File: config.mk
export PLATFORM = sky130hd
export DESIGN_NAME = segment_screen_rotator
export DESIGN_NICKNAME = d
export VERILOG_FILES = /design/src/hw/rtl/ssr_pkg.sv /design/src/hw/rtl/segment_screen_rotator.sv /design/src/hw/rtl/ssr_font.sv
export SDC_FILE = /design/constraint.sdc
export NUM_CORES = 1
export LEC_CHECK = 0
export BUFFER_PORTS_ARGS = -buffer_cell sky130_fd_sc_hd__buf_4
export CAP_MARGIN = 30
export CELL_PAD_IN_SITES_DETAIL_PLACEMENT = 1
export CELL_PAD_IN_SITES_GLOBAL_PLACEMENT = 1
export CORE_ASPECT_RATIO = 0.8
export CORE_MARGIN = 10
export CORE_UTILIZATION = 49
export CTS_BUF_LIST = sky130_fd_sc_hd__clkbuf_4 sky130_fd_sc_hd__clkbuf_8 sky130_fd_sc_hd__clkbuf_16
export DETAILED_ROUTE_END_ITERATION = 8
export PLACE_DENSITY_LB_ADDON = 0.12
export RECOVER_POWER = 25
export SLEW_MARGIN = 25
export SYNTH_ARGS = -nofsm -noshare
export SYNTH_HDL_FRONTEND = slang
export SYNTH_SLANG_ARGS = --single-unit
File: constraint.sdc
create_clock -name clock -period 8.2 [get_ports clock]
set_input_delay 0 -clock clock [delete_from_list [all_inputs] [get_ports clock]]
set_output_delay 0 -clock clock [all_outputs]
set_load 0.02 [all_outputs]
File: src/hw/rtl/ssr_pkg.sv
// Package for the segment screen rotator: payload structs, op and register codes,
// the character font and sizing constants. Depends on nothing; every other file imports it.
package ssr_pkg;

   localparam int NUM_SCREENS  = 3;
   localparam int SCREEN_IDX_W = 2;
   localparam int WORD_W       = 16;
   localparam int DWELL_W      = 8;
   localparam int CSR_IDX_W    = 2;
   localparam int CHAR_W       = 8;

   localparam logic [DWELL_W-1:0]      DWELL_RESET = 8'd50;
   // An empty screen is skipped to the next one, but that skip wraps at this index.
   localparam logic [SCREEN_IDX_W-1:0] SKIP_WRAP   = 2'd2;

   localparam logic [WORD_W-1:0] COMMA_A = 16'h0080;
   localparam logic [WORD_W-1:0] COMMA_B = 16'h0001;

   typedef enum logic [1:0] {
      OP_TICK      = 2'd0,
      OP_SET_CHARS = 2'd1,
      OP_SET_RAW   = 2'd2,
      OP_CLEAR     = 2'd3
   } op_type;

   typedef enum logic [CSR_IDX_W-1:0] {
      CSR_DWELL_FIRST  = 2'd0,
      CSR_DWELL_SECOND = 2'd1,
      CSR_DWELL_THIRD  = 2'd2
   } csr_index_type;

   typedef struct packed {
      op_type                  op;
      logic [SCREEN_IDX_W-1:0] screen_sel;
      logic [CHAR_W-1:0]       char0;
      logic [CHAR_W-1:0]       char1;
      logic [CHAR_W-1:0]       char2;
      logic [CHAR_W-1:0]       char3;
      logic [3:0]              comma_mask;
      logic [WORD_W-1:0]       left_word_in;
      logic [WORD_W-1:0]       right_word_in;
   } req_type;

   typedef struct packed {
      logic [WORD_W-1:0]       right_digits;
      logic [WORD_W-1:0]       left_digits;
      logic [SCREEN_IDX_W-1:0] screen_shown;
   } rsp_type;

   typedef struct packed {
      logic              hit;
      logic [WORD_W-1:0] a;
      logic [WORD_W-1:0] b;
   } glyph_type;

   // Font lookup: the A code is used at positions 0 and 2, the B code at 1 and 3.
   // A null or unmapped character gives no hit.
   function automatic glyph_type font_lookup(input logic [CHAR_W-1:0] c);
      glyph_type g;
      g.hit = 1'b1;
      case (c)
         8'h2D:   begin g.a = 16'h0100; g.b = 16'h8000; end
         8'h20:   begin g.a = 16'h0000; g.b = 16'h0000; end
         8'h30:   begin g.a = 16'h0E70; g.b = 16'h700E; end
         8'h31:   begin g.a = 16'h0840; g.b = 16'h1002; end
         8'h32:   begin g.a = 16'h0B30; g.b = 16'hD00C; end
         8'h33:   begin g.a = 16'h0B50; g.b = 16'hD00A; end
         8'h34:   begin g.a = 16'h0D40; g.b = 16'hB002; end
         8'h35:   begin g.a = 16'h0750; g.b = 16'hE00A; end
         8'h36:   begin g.a = 16'h0770; g.b = 16'hE00E; end
         8'h37:   begin g.a = 16'h0A40; g.b = 16'h5002; end
         8'h38:   begin g.a = 16'h0F70; g.b = 16'hF00E; end
         8'h39:   begin g.a = 16'h0F50; g.b = 16'hF00A; end
         8'h41:   begin g.a = 16'h0FE0; g.b = 16'hF006; end
         8'h43:   begin g.a = 16'h0630; g.b = 16'h600C; end
         8'h45:   begin g.a = 16'h0730; g.b = 16'hE00C; end
         8'h46:   begin g.a = 16'h0720; g.b = 16'hE004; end
         8'h48:   begin g.a = 16'h0D60; g.b = 16'hB006; end
         8'h49:   begin g.a = 16'h0840; g.b = 16'h1002; end
         8'h4A:   begin g.a = 16'h0850; g.b = 16'h100A; end
         8'h4C:   begin g.a = 16'h0430; g.b = 16'h200C; end
         8'h50:   begin g.a = 16'h0F20; g.b = 16'hF004; end
         8'h55:   begin g.a = 16'h0C70; g.b = 16'h300E; end
         8'h62:   begin g.a = 16'h0570; g.b = 16'hA00E; end
         8'h64:   begin g.a = 16'h0970; g.b = 16'h900E; end
         8'h68:   begin g.a = 16'h0560; g.b = 16'hA006; end
         8'h69:   begin g.a = 16'h0040; g.b = 16'h0002; end
         8'h6C:   begin g.a = 16'h0420; g.b = 16'h2004; end
         8'h6E:   begin g.a = 16'h0160; g.b = 16'h8006; end
         8'h6F:   begin g.a = 16'h0170; g.b = 16'h800E; end
         8'h75:   begin g.a = 16'h0070; g.b = 16'h000E; end
         default: begin g.hit = 1'b0; g.a = '0; g.b = '0; end
      endcase
      return g;
   endfunction

endpackage

File: src/hw/rtl/segment_screen_rotator.sv
// Top level of the segment screen rotator: screen store, rotation and dwell control.
// Depends on ssr_pkg and ssr_font.
//
// The block takes one command word in every cycle and never raises busy. A command is
// registered at the edge where it is accepted and applied at the next edge. A tick's
// result word passes through the input register and the result register around one
// pass of font and rotation logic and shows on rsp for exactly one cycle, marked by
// rsp_valid. Only a tick that finds a non-empty screen gives a result; screen writes
// and ticks on an empty rotation give none.
// The receiver must take each result in the cycle it appears.
module segment_screen_rotator import ssr_pkg::*; (
   input  logic                 clock,
   input  logic                 reset,
   input  logic                 start,
   output logic                 busy,
   input  req_type              req,
   output logic                 rsp_valid,
   output rsp_type              rsp,
   input  logic                 csr_we,
   input  logic [CSR_IDX_W-1:0] csr_index,
   input  logic [DWELL_W-1:0]   csr_wdata
);

   logic                    item_valid_ff;
   req_type                 item_ff;
   logic [WORD_W-1:0]       left_ff  [NUM_SCREENS];
   logic [WORD_W-1:0]       right_ff [NUM_SCREENS];
   logic [WORD_W-1:0]       left_in, right_in;
   logic [SCREEN_IDX_W-1:0] current_ff, current_in;
   logic [DWELL_W-1:0]      dwell_count_ff, dwell_count_in;
   logic [DWELL_W-1:0]      dwell_ff [NUM_SCREENS];
   logic                    rsp_valid_ff, rsp_valid_in;
   rsp_type                 rsp_ff, rsp_in;

   logic [NUM_SCREENS-1:0]  empty;
   logic                    is_tick, write_en, sel_ok, show, match;
   logic [SCREEN_IDX_W-1:0] cur_start, cur_shown, rd_addr, cur_next;
   logic [WORD_W-1:0]       rd_left, rd_right, font_left, font_right;
   logic [DWELL_W-1:0]      limit, count_inc;

   assign busy = 1'b0;

   always_comb begin
      for (int i = 0; i < NUM_SCREENS; i++) begin
         empty[i] = ~|{left_ff[i], right_ff[i]};
      end
   end

   // Rotation: an empty current screen is skipped once before the look at the store.
   always_comb begin
      is_tick   = (item_ff.op == OP_TICK);
      cur_start = (current_ff < SCREEN_IDX_W'(NUM_SCREENS)) ? current_ff : '0;
      cur_shown = cur_start;
      if (empty[cur_start]) begin
         cur_shown = (cur_start + 1'b1 >= SKIP_WRAP) ? '0 : cur_start + 1'b1;
      end
      show     = !empty[cur_shown];
      cur_next = (cur_shown == SCREEN_IDX_W'(NUM_SCREENS - 1)) ? '0 : cur_shown + 1'b1;
      sel_ok   = (item_ff.screen_sel < SCREEN_IDX_W'(NUM_SCREENS));
      write_en = item_valid_ff && !is_tick && sel_ok;
      rd_addr  = is_tick ? cur_shown : item_ff.screen_sel;
   end

   always_comb begin
      rd_left  = '0;
      rd_right = '0;
      limit    = dwell_ff[0];
      for (int i = 0; i < NUM_SCREENS; i++) begin
         if (rd_addr == SCREEN_IDX_W'(i)) begin
            rd_left  = left_ff[i];
            rd_right = right_ff[i];
         end
         if (cur_shown == SCREEN_IDX_W'(i)) begin
            limit = dwell_ff[i];
         end
      end
      count_inc = dwell_count_ff + 1'b1;
      match     = (count_inc == limit);
   end

   ssr_font u_font (
      .item      (item_ff),
      .old_left  (rd_left),
      .old_right (rd_right),
      .new_left  (font_left),
      .new_right (font_right)
   );

   always_comb begin
      case (item_ff.op)
         OP_SET_CHARS: begin left_in = font_left;          right_in = font_right;          end
         OP_SET_RAW:   begin left_in = item_ff.left_word_in; right_in = item_ff.right_word_in; end
         default:      begin left_in = '0;                 right_in = '0;                  end
      endcase
   end

   always_comb begin
      current_in     = current_ff;
      dwell_count_in = dwell_count_ff;
      rsp_valid_in   = 1'b0;
      if (item_valid_ff && is_tick) begin
         current_in = cur_shown;
         if (show) begin
            rsp_valid_in   = 1'b1;
            dwell_count_in = match ? '0 : count_inc;
            if (match) begin
               current_in = cur_next;
            end
         end
      end
      rsp_in.right_digits = rd_right;
      rsp_in.left_digits  = rd_left;
      rsp_in.screen_shown = cur_shown;
   end

   always_ff @(posedge clock) begin
      if (reset) begin
         item_valid_ff  <= 1'b0;
         current_ff     <= '0;
         dwell_count_ff <= '0;
         rsp_valid_ff   <= 1'b0;
         for (int i = 0; i < NUM_SCREENS; i++) begin
            left_ff[i]  <= '0;
            right_ff[i] <= '0;
            dwell_ff[i] <= DWELL_RESET;
         end
      end else begin
         item_valid_ff  <= start;
         current_ff     <= current_in;
         dwell_count_ff <= dwell_count_in;
         rsp_valid_ff   <= rsp_valid_in;
         for (int i = 0; i < NUM_SCREENS; i++) begin
            if (write_en && item_ff.screen_sel == SCREEN_IDX_W'(i)) begin
               left_ff[i]  <= left_in;
               right_ff[i] <= right_in;
            end
         end
         if (csr_we) begin
            case (csr_index)
               CSR_DWELL_FIRST:  dwell_ff[0] <= csr_wdata;
               CSR_DWELL_SECOND: dwell_ff[1] <= csr_wdata;
               CSR_DWELL_THIRD:  dwell_ff[2] <= csr_wdata;
               default: ;
            endcase
         end
      end
   end

   always_ff @(posedge clock) begin
      item_ff <= req;
      rsp_ff  <= rsp_in;
   end

   assign rsp_valid = rsp_valid_ff;
   assign rsp       = rsp_ff;

endmodule

File: src/hw/rtl/ssr_font.sv
// Character encoder for one screen: turns four characters and a comma mask into
// the two segment halves, starting from the halves already stored. Uses ssr_pkg.
module ssr_font import ssr_pkg::*; (
   input  req_type           item,
   input  logic [WORD_W-1:0] old_left,
   input  logic [WORD_W-1:0] old_right,
   output logic [WORD_W-1:0] new_left,
   output logic [WORD_W-1:0] new_right
);

   glyph_type g0, g1, g2, g3;
   logic [WORD_W-1:0] left_a, right_a;

   always_comb begin
      g0 = font_lookup(item.char0);
      g1 = font_lookup(item.char1);
      g2 = font_lookup(item.char2);
      g3 = font_lookup(item.char3);

      // An unmapped character leaves its half as it was.
      left_a  = g0.hit ? g0.a : old_left;
      right_a = g2.hit ? g2.a : old_right;

      new_left  = left_a  | (g1.hit ? g1.b : '0)
                          | (item.comma_mask[0] ? COMMA_A : '0)
                          | (item.comma_mask[1] ? COMMA_B : '0);
      new_right = right_a | (g3.hit ? g3.b : '0)
                          | (item.comma_mask[2] ? COMMA_A : '0)
                          | (item.comma_mask[3] ? COMMA_B : '0);
   end

endmodule

**Yosys cells after proc, flatten, opt, wreduce, memory -nomap -nowiden**

Memory sizes are Yosys's and may differ from the RTL's.
Index checks and enable logic that the tools add are counted.

- Shift operators: 0
- Eq/ne operators: 131
- Magnitude comparators: 5
- Bitwise logic cells: 17
- Divide/modulo/power cells: 0
- Multiplexer cells: 71
- Add/sub/neg operators: 3
- Reduce and logical (&&, ||, !) cells: 27
- Multiply operators: 0

Operator list:

| cell | number |
|---|---|
| 28-bit case mux with 28 select lines | 2 |
| 16-bit case mux with 28 select lines | 2 |
| 8-bit by 7-bit == test with 1-bit output (second input constant) | 72 |
| 8-bit by 6-bit == test with 1-bit output (second input constant) | 48 |
| 16-bit two-way mux | 16 |
| 30-bit OR reduction | 4 |
| 16-bit bitwise OR | 6 |
| 32-bit OR reduction | 3 |
| 8-bit two-way mux | 8 |
| 16-bit case mux with 2 select lines | 2 |
| 1-bit two-way mux | 32 |
| 2-bit two-way mux | 7 |
| 2-bit by 1-bit == test with 1-bit output (second input constant) | 5 |
| 2-bit == test (second input constant) | 5 |
| 2-bit OR reduction | 5 |
| 1-bit bitwise OR | 9 |
| 8-bit by 1-bit adder with 8-bit output (second input constant) | 1 |
| 8-bit == test | 1 |
| 2-bit logical NOT | 4 |
| 1-bit logical AND | 6 |
| 2-bit by 3-bit < comparator with 1-bit output (second input constant) | 2 |
| 2-bit by 1-bit adder with 2-bit output (second input constant) | 2 |
| 1-bit binary-select mux with 2-bit select | 2 |
| 1-bit logical NOT | 4 |
| 4 further kinds | 6 |

- Flip-flop bits (word level): 118
- Output and inout bits: 36
- Memories kept: 3
- Word-level logic and storage cells: 273
- Bits of input ports: 86
- Bits in latches: 0
- Memory bits (read-only): 0
- RAM bits: 120

Memory list:

| name | words | width | read ports | clocked after memory_dff | wr ports | line | RTL |
|---|---|---|---|---|---|---|---|
| left_ff | 3 | 16 | 3 | 0 | 3 | segment_screen_rotator.sv:26 | `logic [WORD_W-1:0] left_ff [NUM_SCREENS];` |
| right_ff | 3 | 16 | 3 | 0 | 3 | segment_screen_rotator.sv:27 | `logic [WORD_W-1:0] right_ff [NUM_SCREENS];` |
| dwell_ff | 3 | 8 | 3 | 0 | 3 | segment_screen_rotator.sv:31 | `logic [DWELL_W-1:0] dwell_ff [NUM_SCREENS];` |

**Longest topological paths before layout**

Gate-level depths: netlist of the first run.

- Depth after elaboration: 17
- Mapped depth: 15
- Gate-level depth less buffers: 12

**Modules after synthesis**

Synthesis of the first run repeated with hierarchy kept, for this count alone.

- Cells, all modules: 1163
- Area, all modules: 11608.6 um2

By module, submodules not included:

| module | area each (um2) | seq. area each (um2) | times used | cells an instance |
|---|---|---|---|---|
| segment_screen_rotator | 8246.7 | 5965.7 | 1 | 613 |
| ssr_font | 3362.0 | 0.0 | 1 | 550 |

**Worst setup path after synthesis of the first run**

Ideal clock, no wire load.

- Kind: flip-flop to flip-flop
- Start: reg current_ff[0]
- End: reg current_ff[0]
- Path buffers: 1
- Required time: 8.130 ns
- Cell stages (with the launch flop): 14
- Library setup time: 0.070 ns
- Arrival time: 3.038 ns
- Clock period less this slack: 3.108 ns
- Setup slack: 5.092 ns
- Path through: dfxtp_1 > inv_1 > ha_1 > clkbuf_1 > nor2b_1 > clkinv_1 > nor4_1 > a21oi_2 > nand2_4 > mux2_4 > o311a_1 > or4_4 > or4_1 > a21oi_1

- Word-level cells in the longest chain between the ends: 12
- Elaborated cells on any way between the ends: 19
- Classes of those cells: add/sub: 2; order compare: 2; eq/ne: 3; mux: 12

RTL lines:

| item | line | RTL |
|---|---|---|
| start: declaration | segment_screen_rotator.sv:29 | `logic [SCREEN_IDX_W-1:0] current_ff, current_in;` |
| start signal: assignment | segment_screen_rotator.sv:129 | `current_ff <= current_in;` |
| 2-bit < comparator | segment_screen_rotator.sv:52 | `cur_start = (current_ff < SCREEN_IDX_W'(NUM_SCREENS)) ? current_ff : '0;` |
| 2-bit two-way mux (*) | segment_screen_rotator.sv:52 |  |
| 2-bit by 1-bit adder with 2-bit output | segment_screen_rotator.sv:55 | `cur_shown = (cur_start + 1'b1 >= SKIP_WRAP) ? '0 : cur_start + 1'b1;` |
| 2-bit greater-or-equal comparator | segment_screen_rotator.sv:55 |  |
| 2-bit two-way mux | segment_screen_rotator.sv:55 |  |
| 2-bit two-way mux (*) | segment_screen_rotator.sv:54 | `if (empty[cur_start]) begin` |
| 2-bit by 1-bit == test with 1-bit output | segment_screen_rotator.sv:73 | `if (cur_shown == SCREEN_IDX_W'(i)) begin` |
| 8-bit two-way mux (2 in series) | segment_screen_rotator.sv:73 |  |
| 8-bit == test | segment_screen_rotator.sv:78 | `match = (count_inc == limit);` |
| 2-bit two-way mux | segment_screen_rotator.sv:106 | `if (match) begin` |
| 2-bit two-way mux (*) | segment_screen_rotator.sv:103 | `if (show) begin` |

Mark *: on every way between the ends. The rest lies on a longest branch, timed or not. The select of a mux whose other input is x is not followed.
A chain may end at the register's enable or synchronous reset.

==> impl_results.md, run 1 <==
- Share of layout cells above drive strength 1: 14.1%
- Final GP Congestion: 0.894
- Worst skew pair latency: 0.53 ns
- Initial Utilization: 50.1%
- Die area: 0.0296 mm²
- Worst reg2reg path depth: 12
- Crit end category: flip-flop
- Placed Area: 0.0124 mm²
- Largest net degree at the start of global routing: 34
- Sequential-to-total area share from yosys stat: 52.6%
- Max-Cap Viols: 0
- Remaining global-route overflow: 0
- First DRT Iteration DRCs: 962
- DR WL/cell: 23.8 µm
- Slew @ Worst Pin: 0.987 ns
- Cts repair resizes: 0
- Leading area contributor after synthesis: edfxtp_1
- TritonCTS buffer count: 25
- Synthesis-to-layout area growth: 24.5%
- CTS sink cnt: 238
- Yosys warns: 0
- Minimum clock period: 5.37 ns
- Slowest cell on the critical path: o21ai_1
- Routed vias: 10,200
- Vias per inst: 6.11
- Critical Path Max Stage Delay: 0.88 ns
- ANT nets after route: 0
- CP Launch Type: flip-flop
- HP Class: in -> reg
- Pwr Density: 206 mW/mm²
- Setup WS post-layout: 2.83 ns
- Hpwl dp: 23.9 mm
- Die Height: 156 µm
- Total wire length: 39.8 mm
- Post-place setup slack: 3.33 ns
- Synthesized area per cell: 9.68 µm²
- Post-Syn Nets: 1,263
- Top cells by area, synth: edfxtp_1, dfxtp_1, a21oi_1
- Synth Cell Area: 0.0113 mm²
- Max Fclk: 186 MHz
- Setup CP Type: reg -> reg
- Root buffer cell: clkbuf_16
- Yosys reg bits: 238
- First-pass GRT wire length: 60.7 mm
- Antenna violations before repair: 1
- RSZ-0062 raised after global routing: false
- Port bufs: 120
- Critical path endpoint: left_ff[0][7]
- Design area: 0.0141 mm²
- CTS tree: yes
- VDD IR max: 0.000140 V
- Longest Clk Path Bufs: 3
- Layout Nets: 1,434
- TNS Setup: 0 ns
- Share of Yosys cell area claimed by the top area cell type: 31.8%
- Critical-path cell list: nor4_1 > nand4_1 > o21ai_1 > o21ai_0 > o31ai_4 > buf_4 > and2_1 > buf_4 > o2bb2ai_1 > nor2b_1 > o21ai_0 > a21oi_1
- H-Tree Depth: 1
- Die X-Extent: 190 µm
- Final critical-path share of the clock period: 65.5%
- Core area: 0.0226 mm²
- Cell variety after synth: 78
- Worst Path Max Fanout: 33
- Post-synth EDFFs: 120
- Layout fillers: 2,447
- Reg2reg setup slack: 2.83 ns
- Leakage: 0.00537 µW
- Max-Slew Margin vs Limit: 34.2%
- Clock Pin Slew Worst Setup and Hold Paths: 0.07 ns
- Final Setup Violations: 0
- FFs w/ async S/R, synth: 0%
- Layout Skew: 0.0122 ns
- DRT Pass-1 Iters: 5
- Critical Path Start: left_ff[0][33]
- Drt drc: 0
- Gr usage total: 25.5%
- Max Slew Vio Count: 0
- Post-synth top flop: edfxtp_1
- Worst flop-to-flop path endpoint: left_ff[0][7]
- WP data required: 8.49 ns
- Worst EP arrival: 5.66 ns
- Status: complete, no violations
- Vias in the first global route: 10,500
- Row cnt: 49
- Synth Instances: 1,171
- Reg-to-Reg Start: left_ff[0][33]
- IO Pins: 122
- Final hold viol count: 0
synthesized netlist by cell type (4+ instances only):
cell and instances:
a21oi_1 91, a22oi_1 18, a2bb2oi_1 15, a31oi_1 12, a32oi_1 6, and2_1 13, buf_1 5, buf_2 4
clkbuf_1 66, dfxtp_1 118, edfxtp_1 120, ha_1 6, inv_1 26, mux2i_1 35, nand2_1 110, nand2b_1 32
nand3_1 22, nand3b_1 6, nand4_1 14, nor2_1 113, nor2b_1 43, nor3_1 25, nor3b_1 6, nor4_1 27
o211ai_1 9, o21ai_0 61, o221ai_1 12, o22ai_1 16, o2bb2ai_1 11, o311ai_0 4, o31ai_1 11, o32ai_1 5
o41ai_1 5, or2_2 15, xnor2_1 8, xor2_1 16
cells by family (layout without fill, tap and decap cells):
group	after synthesis	after routing	share of synthesized area [%]
muxes	37	37	3.32
and+or+nand+nor	440	440	19.3
AOI/OAI and AO/OA	319	319	18.5
buffers and inverters	106	295	3.67
DFF	238	238	52.6
adders and majority gates	6	6	0.662
xor gates and xnor gates	24	24	1.85
other	1	2	0.0331
stage by stage:
| stage | hold WS (ns) | power, µW | cells | utilization (%) |
|---|---|---|---|---|
| after floorplan | 0.0277 | 1590 | 1171 | - |
| after global placement | 0.104 | 1710 | 1530 | 54.9 |
| after detailed placement | 0.105 | 1730 | 1531 | 54.9 |
| after CTS | 0.0951 | 2900 | 1662 | 62.4 |
| after global routing | 0.124 | 3000 | 1667 | 62.3 |
| final | 0.131 | 2900 | 1667 | 62.3 |
cell usage in the layout (no fill, tap or decap), types with 5 or more instances in the layout:
master         Yosys  final
edfxtp_1         120    120
dfxtp_1          118    117
nor2_1           113    113
nand2_1          110    110
a21oi_1           91     91
dlygate4sd3_1      0     86
clkbuf_4           0     76
o21ai_0           61     61
nor2b_1           43     43
buf_4              1     40
mux2i_1           35     34
nand2b_1          32     32
nor4_1            27     27
inv_1             26     26
clkbuf_16          0     26
nor3_1            25     25
nand3_1           22     22
clkbuf_1          66     19
a22oi_1           18     18
o22ai_1           16     16
xor2_1            16     16
or2_2             15     15
a2bb2oi_1         15     15
nand4_1           14     14
and2_1            13     13
a31oi_1           12     12
o221ai_1          12     12
o2bb2ai_1         11     11
o31ai_1           11     10
o211ai_1           9      9
xnor2_1            8      8
clkinv_2           0      7
a32oi_1            6      6
nor3b_1            6      6
nand3b_1           6      6
ha_1               6      6
o32ai_1            5      5
o41ai_1            5      5
state kept, by name, summed over array words and instances, names as in the netlist:
name	flops
current_ff	2
dwell_count_ff	8
dwell_ff	24
item_ff	72
item_valid_ff	1
left_ff	48
right_ff	48
rsp	34
rsp_valid	1
worst max-delay path, delay by kind of cell, from the launching register on:
family                 cells  cell delay, ns
buffers and inverters      2            0.79
AND/OR/NAND/NOR            4            1.48
flip-flops                 1            0.39
AO/OA/AOI/OAI              6            2.43
per-layer routing:
metal  vias up  part of all wire [%]  global-route usage (%)
li1       4653                     -                       -
met1      5003                    42                    32.6
met2       437                    49                    43.7
met3        93                   6.4                    4.18
met4         0                   3.0                    7.39
met5         -                     0                       0
worst min-delay path by stage:
| stage | cells past startpoint | start | slack, ns | to |
|---|---|---|---|---|
| finish | 2 | req[48] | 0.13 | item_ff[48] |
| global route | 2 | req[39] | 0.12 | item_ff[39] |
| CTS | 2 | req[53] | 0.1 | item_ff[53] |
| floorplan | 0 | req[0] | 0.03 | item_ff[0] |
| global placement | 1 | req[12] | 0.10 | item_ff[12] |
| detailed placement | 1 | req[19] | 0.11 | item_ff[19] |
cell type report:
type | count | area (µm²) | area share, %
inverters | 28 | 105 | 0.745
well taps | 306 | 383 | 2.71
repair buffers | 222 | 1840 | 13.0
clock buffers | 34 | 736 | 5.22
flip-flops and latches | 238 | 5970 | 42.3
multi-input cells | 827 | 4980 | 35.3
diodes | 1 | 2.50 | 0.0177
clock inverters | 11 | 90.1 | 0.639
power by group:
part	switching (µW)	internal (µW)	total (µW)	leakage, µW
Clock	491	662	1150	0.000418
Sequential	73.7	1320	1390	0.00222
Combinational	204	154	358	0.00273
Total	769	2140	2900	0.00537
timing repair:
| item | CTS | global route |
|---|---|---|
| setup buffers | 0 | 0 |
| endpoints found under the hold margin | 114 | 0 |
| setup endpoints to repair | 0 | 0 |
| hold buffers | 86 | 0 |
No activity file was read; power rests on OpenSTA's default activity.
==> run 2, diff against run 1 <==
- CORE_UTILIZATION: 49 -> 46
- clock period: 8.2 -> 5.4 ns (I/O delays scaled with it)
==> run 2 against run 1 <==
Via count decreased by 2.8%. Power increased by 49%. Wire length decreased by 8.6%. Clock skew increased by 0.018 ns. Sequential cell count unchanged. Count of clock-buffer cells in the layout increased by 5. First-iteration DRC count decreased by 21%. Final cell count increased by 0.84%. Clock power increased by 48%. Critical endpoint is now right_ff[0][5]. Largest cell class unchanged.
==> impl_results.md, run 2 (same netlist as run 1, synthesis figures left out) <==
- Setup CP Type: reg -> reg
- WL met3: 2.01 mm
- ANT nets after route: 0
- Gr usage total: 22.1%
- H-Tree Depth: 1
- Largest register FFs: 72
- Longest Clk Path Bufs: 3
- Biggest register: item_ff
- Post-CTS Setup Inserts: 0
- RSZ-0062 raised after global routing: false
- Slew @ Worst Pin: 0.939 ns
- Hold Slack: 0.0637 ns
- First-pass GRT wire length: 56.8 mm
- Pwr Density: 307 mW/mm²
- Worst flop-to-flop path endpoint: right_ff[0][5]
- Die X-Extent: 195 µm
- Hpwl dp: 23.8 mm
- Final critical-path share of the clock period: 80.6%
- Worst skew pair latency: 0.54 ns
- VDD IR max: 0.000250 V
- Max-Cap Viols: 0
- Reg-to-Reg Start: right_ff[0][40]
- Reg2reg setup slack: 1.05 ns
- Antenna violations before repair: 0
- # hold bufs at CTS: 85
- Cts repair resizes: 0
- Worst reg2reg path depth: 12
- DRT Pass-1 Iters: 5
- Most frequent cells in the layout: edfxtp_1, dfxtp_1, nor2_1
- CP Launch Type: flip-flop
- Remaining global-route overflow: 0
- Status: complete, no violations
- Leakage: 0.00536 µW
- CTS sink cnt: 238
- HP Class: in -> reg
- Drt drc: 0
- Initial Utilization: 46.6%
- Hold Path Origin: csr_we
- Commonest non-fill, non-tap cell in the layout: edfxtp_1
- Final GP Congestion: 0.884
- Port bufs: 120
- Synthesis-to-layout area growth: 24.4%
- WP data required: 5.73 ns
- Die area: 0.0314 mm²
- TritonCTS buffer count: 25
- Max-Slew Margin vs Limit: 37.4%
- Clock Pin Slew Worst Setup and Hold Paths: 0.06 ns
- Worst Path Max Fanout: 18
- Critical path endpoint: right_ff[0][5]
- Vias in the first global route: 9,985
- Routed vias: 9,902
- DR WL/cell: 21.6 µm
- Layout Nets: 1,436
- Wl on met1: 16.2 mm
- Share of layout cells above drive strength 1: 14.3%
- Core area: 0.0243 mm²
- Row cnt: 51
- Vias per inst: 5.89
- Die Height: 160 µm
- Crit end category: flip-flop
- Met2 wire len: 17.5 mm
- Final Util: 58.0%
- DR top layer: met4
- Worst EP arrival: 4.68 ns
- First DRT Iteration DRCs: 762
- IO Pins: 122
- Layout Skew: 0.0305 ns
- Top flop regs: item_ff: 72 flops, left_ff: 48 flops, right_ff: 48 flops
- Max Slew Vio Count: 0
- Largest net degree at the start of global routing: 33
- CTS tree: yes
- TNS Setup: 0 ns
- Final hold viol count: 0
- Max Fclk: 230 MHz
- Total wire length: 36.4 mm
- Critical Path Start: right_ff[0][40]
- Final Setup Violations: 0
- Root buffer cell: clkbuf_16
- # diodes: 0
- Minimum clock period: 4.35 ns
[run 2: stage by stage]
step                      instance area, µm²  total power [µW]  worst slack (ns)  instances
final                                  14100              4330              1.05       1681
after global routing                   14100              4490             0.729       1681
after CTS                              14100              4350             0.671       1674
after detailed placement               12400              2620             0.770       1543
after global placement                 12400              2610              1.00       1543
after floorplan                        11300              2410              2.29       1171
[run 2: worst min-delay path by stage]
stage	endpoint	slack, ns	cells after the start
after floorplan	item_ff[0]	0.03	0
after global placement	item_ff[56]	0.10	1
after detailed placement	item_ff[68]	0.11	1
after CTS	dwell_ff[0][22]	0.01	3
after global routing	dwell_ff[0][22]	0.08	3
final	dwell_ff[0][22]	0.06	3
[run 2: final cells by class]
cell class | instances | area (µm²)
inverters | 28 | 105
repair buffers | 224 | 1850
multi-input cells | 827 | 4980
flip-flops and latches | 238 | 5970
clock buffers | 39 | 756
fillers | 2654 | 10200
well taps | 318 | 398
clock inverters | 7 | 46.3
[run 2: routing by layer]
layer	vias up	track usage, %
met5	-	0
met2	278	36.9
met4	0	4.37
met1	4928	29.6
li1	4658	-
met3	38	3.64
[run 2: where the power goes]
group / internal [µW] / total [µW] / switching [µW]
Clock: 966 / 1700 / 730
Combinational: 235 / 531 / 296
Sequential: 2010 / 2110 / 102
Total: 3210 / 4330 / 1130
[run 2: worst max-delay path: stages, from the launching register on]
cell and delay [ns]:
edfxtp_1 0.40, nor4_1 0.54, nand4_1 0.36, o31ai_1 0.51
inv_2 0.18, mux2i_4 0.18, buf_4 0.35, and2_1 0.54
buf_4 0.32, o2bb2ai_1 0.17, nor2b_1 0.17, o21ai_0 0.10
a21oi_1 0.32
==> run 3, diff against run 2 <==
- ABC_AREA: unset -> 1
- CORE_UTILIZATION: 46 -> 40
- clock period: 5.4 -> 3.53 ns (I/O delays scaled with it)
==> run 3 against run 2 <==
Clock skew shrank 0.015 ns. Combinational power increased by 40%. Highest routed layer unchanged. Count of clock-buffer cells in the layout shrank 2. Final cell count is 13% higher.
==> impl_results.md, run 3 <==
- DRT Pass-1 Iters: 5
- TNS Setup: 0 ns
- Die area: 0.0343 mm²
- Final GP Congestion: 0.935
- Logic pwr share: 11.2%
- H-Tree Depth: 1
- Commonest non-fill, non-tap cell in the layout: nand2_1
- CTS tree: yes
- Max-Cap Viols: 0
- Setup CP Type: reg -> reg
- Sw Ratio: 25.0%
- Critical Path Start: right_ff[0][0]
- Status: complete, no violations
- Drt drc: 0
- HP Class: in -> reg
- Hpwl dp: 25.0 mm
- Row cnt: 53
- Share of layout cells above drive strength 1: 14.3%
- Layout fillers: 3,168
- Largest register FFs: 72
- Vias in the first global route: 10,400
- FFs w/ async S/R, synth: 0%
- Layout Skew: 0.0152 ns
- Synthesized area per cell: 8.40 µm²
- Vias per inst: 5.15
- Final Setup Violations: 0
- Port bufs: 120
- Most frequent cells in the layout: nand2_1, nor2_1, inv_1
- Root buffer cell: clkbuf_16
- Yosys warns: 0
- Routed vias: 9,771
- ANT nets after route: 0
- Initial Utilization: 41.0%
- # diodes: 0
- Design area: 0.0139 mm²
- Post-Syn Nets: 1,391
- IO Pins: 122
- Setup WS post-layout: 0.432 ns
- Top post-synthesis cells by count: nand2_1, nor2_1, inv_1
- CP Launch Type: flip-flop
- Die X-Extent: 205 µm
- Total wire length: 34.6 mm
- Final critical-path share of the clock period: 87.8%
- Cts repair resizes: 0
- Finished Layout Cells: 1,899
- Cell variety after synth: 56
- Sequential-to-total area share from yosys stat: 54.7%
- Reg power frac: 47.4%
- Placed Cells: 1,768
- DR WL/cell: 18.2 µm
- Longest Clk Path Bufs: 3
- Internal Power: 4990 µW
- Top cells by area, synth: edfxtp_1, dfxtp_1, nand2_1
- Final hold viol count: 0
- Biggest register: item_ff
- Leading cell type by number of instances after synthesis: nand2_1
- First DRT Iteration DRCs: 683
- Pwr Density: 478 mW/mm²
- Hold Slack: 0.120 ns
- Hold Path Origin: req[3]
- Layout Nets: 1,614
- Synth Instances: 1,299
- Leading area contributor after synthesis: edfxtp_1
- Gr usage total: 20.0%
- Max-Slew Margin vs Limit: 52.9%
- Clock power frac: 41.4%
- Die Height: 168 µm
- Max Slew Vio Count: 0
- Sw Pwr: 1660 µW
- CTS sink cnt: 238
- Yosys reg bits: 238
- Reg-to-Reg Start: right_ff[0][0]
- Placed Area: 0.0123 mm²
- Worst Path Max Fanout: 15
- Antenna violations before repair: 0
- Minimum clock period: 3.10 ns
- # hold bufs at CTS: 83
- Synthesis-to-layout area growth: 27.6%
- Post-CTS Setup Inserts: 0
- Post-place setup slack: 0.473 ns
- Clock Pin Slew Worst Setup and Hold Paths: 0.06 ns
- First-pass GRT wire length: 55.8 mm
- Synth Cell Area: 0.0109 mm²
- Max Fclk: 323 MHz
- Worst skew pair latency: 0.54 ns
- Slew @ Worst Pin: 0.707 ns
- Crit end category: flip-flop
- Post-synth EDFFs: 120
- RSZ-0062 raised after global routing: false
- WP data required: 3.84 ns
- Largest net degree at the start of global routing: 33
- Core area: 0.0266 mm²
- Share of Yosys cell area claimed by the top area cell type: 33.0%
- Post-synth top flop: edfxtp_1
- Remaining global-route overflow: 0
- Worst EP arrival: 3.40 ns
- Top flop regs: item_ff: 72 flops, left_ff: 48 flops, right_ff: 48 flops
- TritonCTS buffer count: 26
- Leakage: 0.00598 µW
- VDD IR max: 0.000337 V
[run 3: cell types whose count changed in the layout (fill, tap and decap cells not counted), sizes merged, moves of 35 or more]
cell,previous run,this run
mux2i,35,0
inv,28,174
nor2b,43,0
nor2,113,190
nand2,111,294
nand3,22,103
[run 3: metal layers]
layer	global-route usage (%)	wire length, µm	vias to the layer above
li1	-	-	4781
met1	26.4	15600	4706
met2	33.8	16600	233
met3	3.39	1790	51
met4	3.83	600	0
met5	0	0	-
[run 3: worst paths after layout]
kind                            slack, ns  cells past startpoint                 to
worst max-delay path                 0.43                     16     left_ff[0][34]
worst min-delay path                 0.12                      2         item_ff[3]
worst max register to register       0.43                     16     left_ff[0][34]
worst min register to register       0.49                      2  dwell_count_ff[7]
[run 3: cell type report]
type	instances	area [µm²]	share of cell area [%]
clock buffer	37	800	5.74
sequential	238	5970	42.9
timing repair buffer	220	1770	12.7
tap	357	447	3.21
multi-input combinational	860	4200	30.1
clock inverter	11	77.6	0.557
inverter	176	662	4.75
[run 3: metrics by stage]
stage | util (%) | total power (µW)
6_report | 52.4 | 6650
4_1_cts | 52.7 | 6750
5_1_grt | 52.4 | 6930
3_5_place_dp | 46.3 | 3910
3_3_place_gp | 46.3 | 3900
2_1_floorplan | - | 3580
[run 3: power by group through the flow]
stage	Clock (µW)	Sequential, µW	Combinational, µW
after floorplan	0	3240	342
final	2760	3150	745
after global placement	0	3210	689
after global routing	2930	3170	827
after CTS	2820	3150	777
after detailed placement	0	3210	697
[run 3: worst max-delay path: stages (launching register included)]
cell and delay [ns]:
edfxtp_1 0.40, nor2_1 0.21, nand2_1 0.11, nor2_1 0.17, nand2_1 0.09, nor2_1 0.10
nand2_1 0.06, nand3_1 0.12, nand3_4 0.10, nand3_1 0.10, o21ai_2 0.22, nand2_2 0.14
buf_4 0.25, o21ai_1 0.17, o2111ai_1 0.22, nand2_1 0.08, a21oi_1 0.31
[run 3: cells by family (layout without fill, tap and decap cells)]
logic type	after synthesis	after routing	synth area share [%]
simple gates	675	675	27.3
flops	238	238	54.7
buf+inv	201	444	7.27
compound gates	172	172	9.56
fa+ha+maj	6	6	0.688
xor+xnor	6	6	0.481
other cells	1	1	0.0344
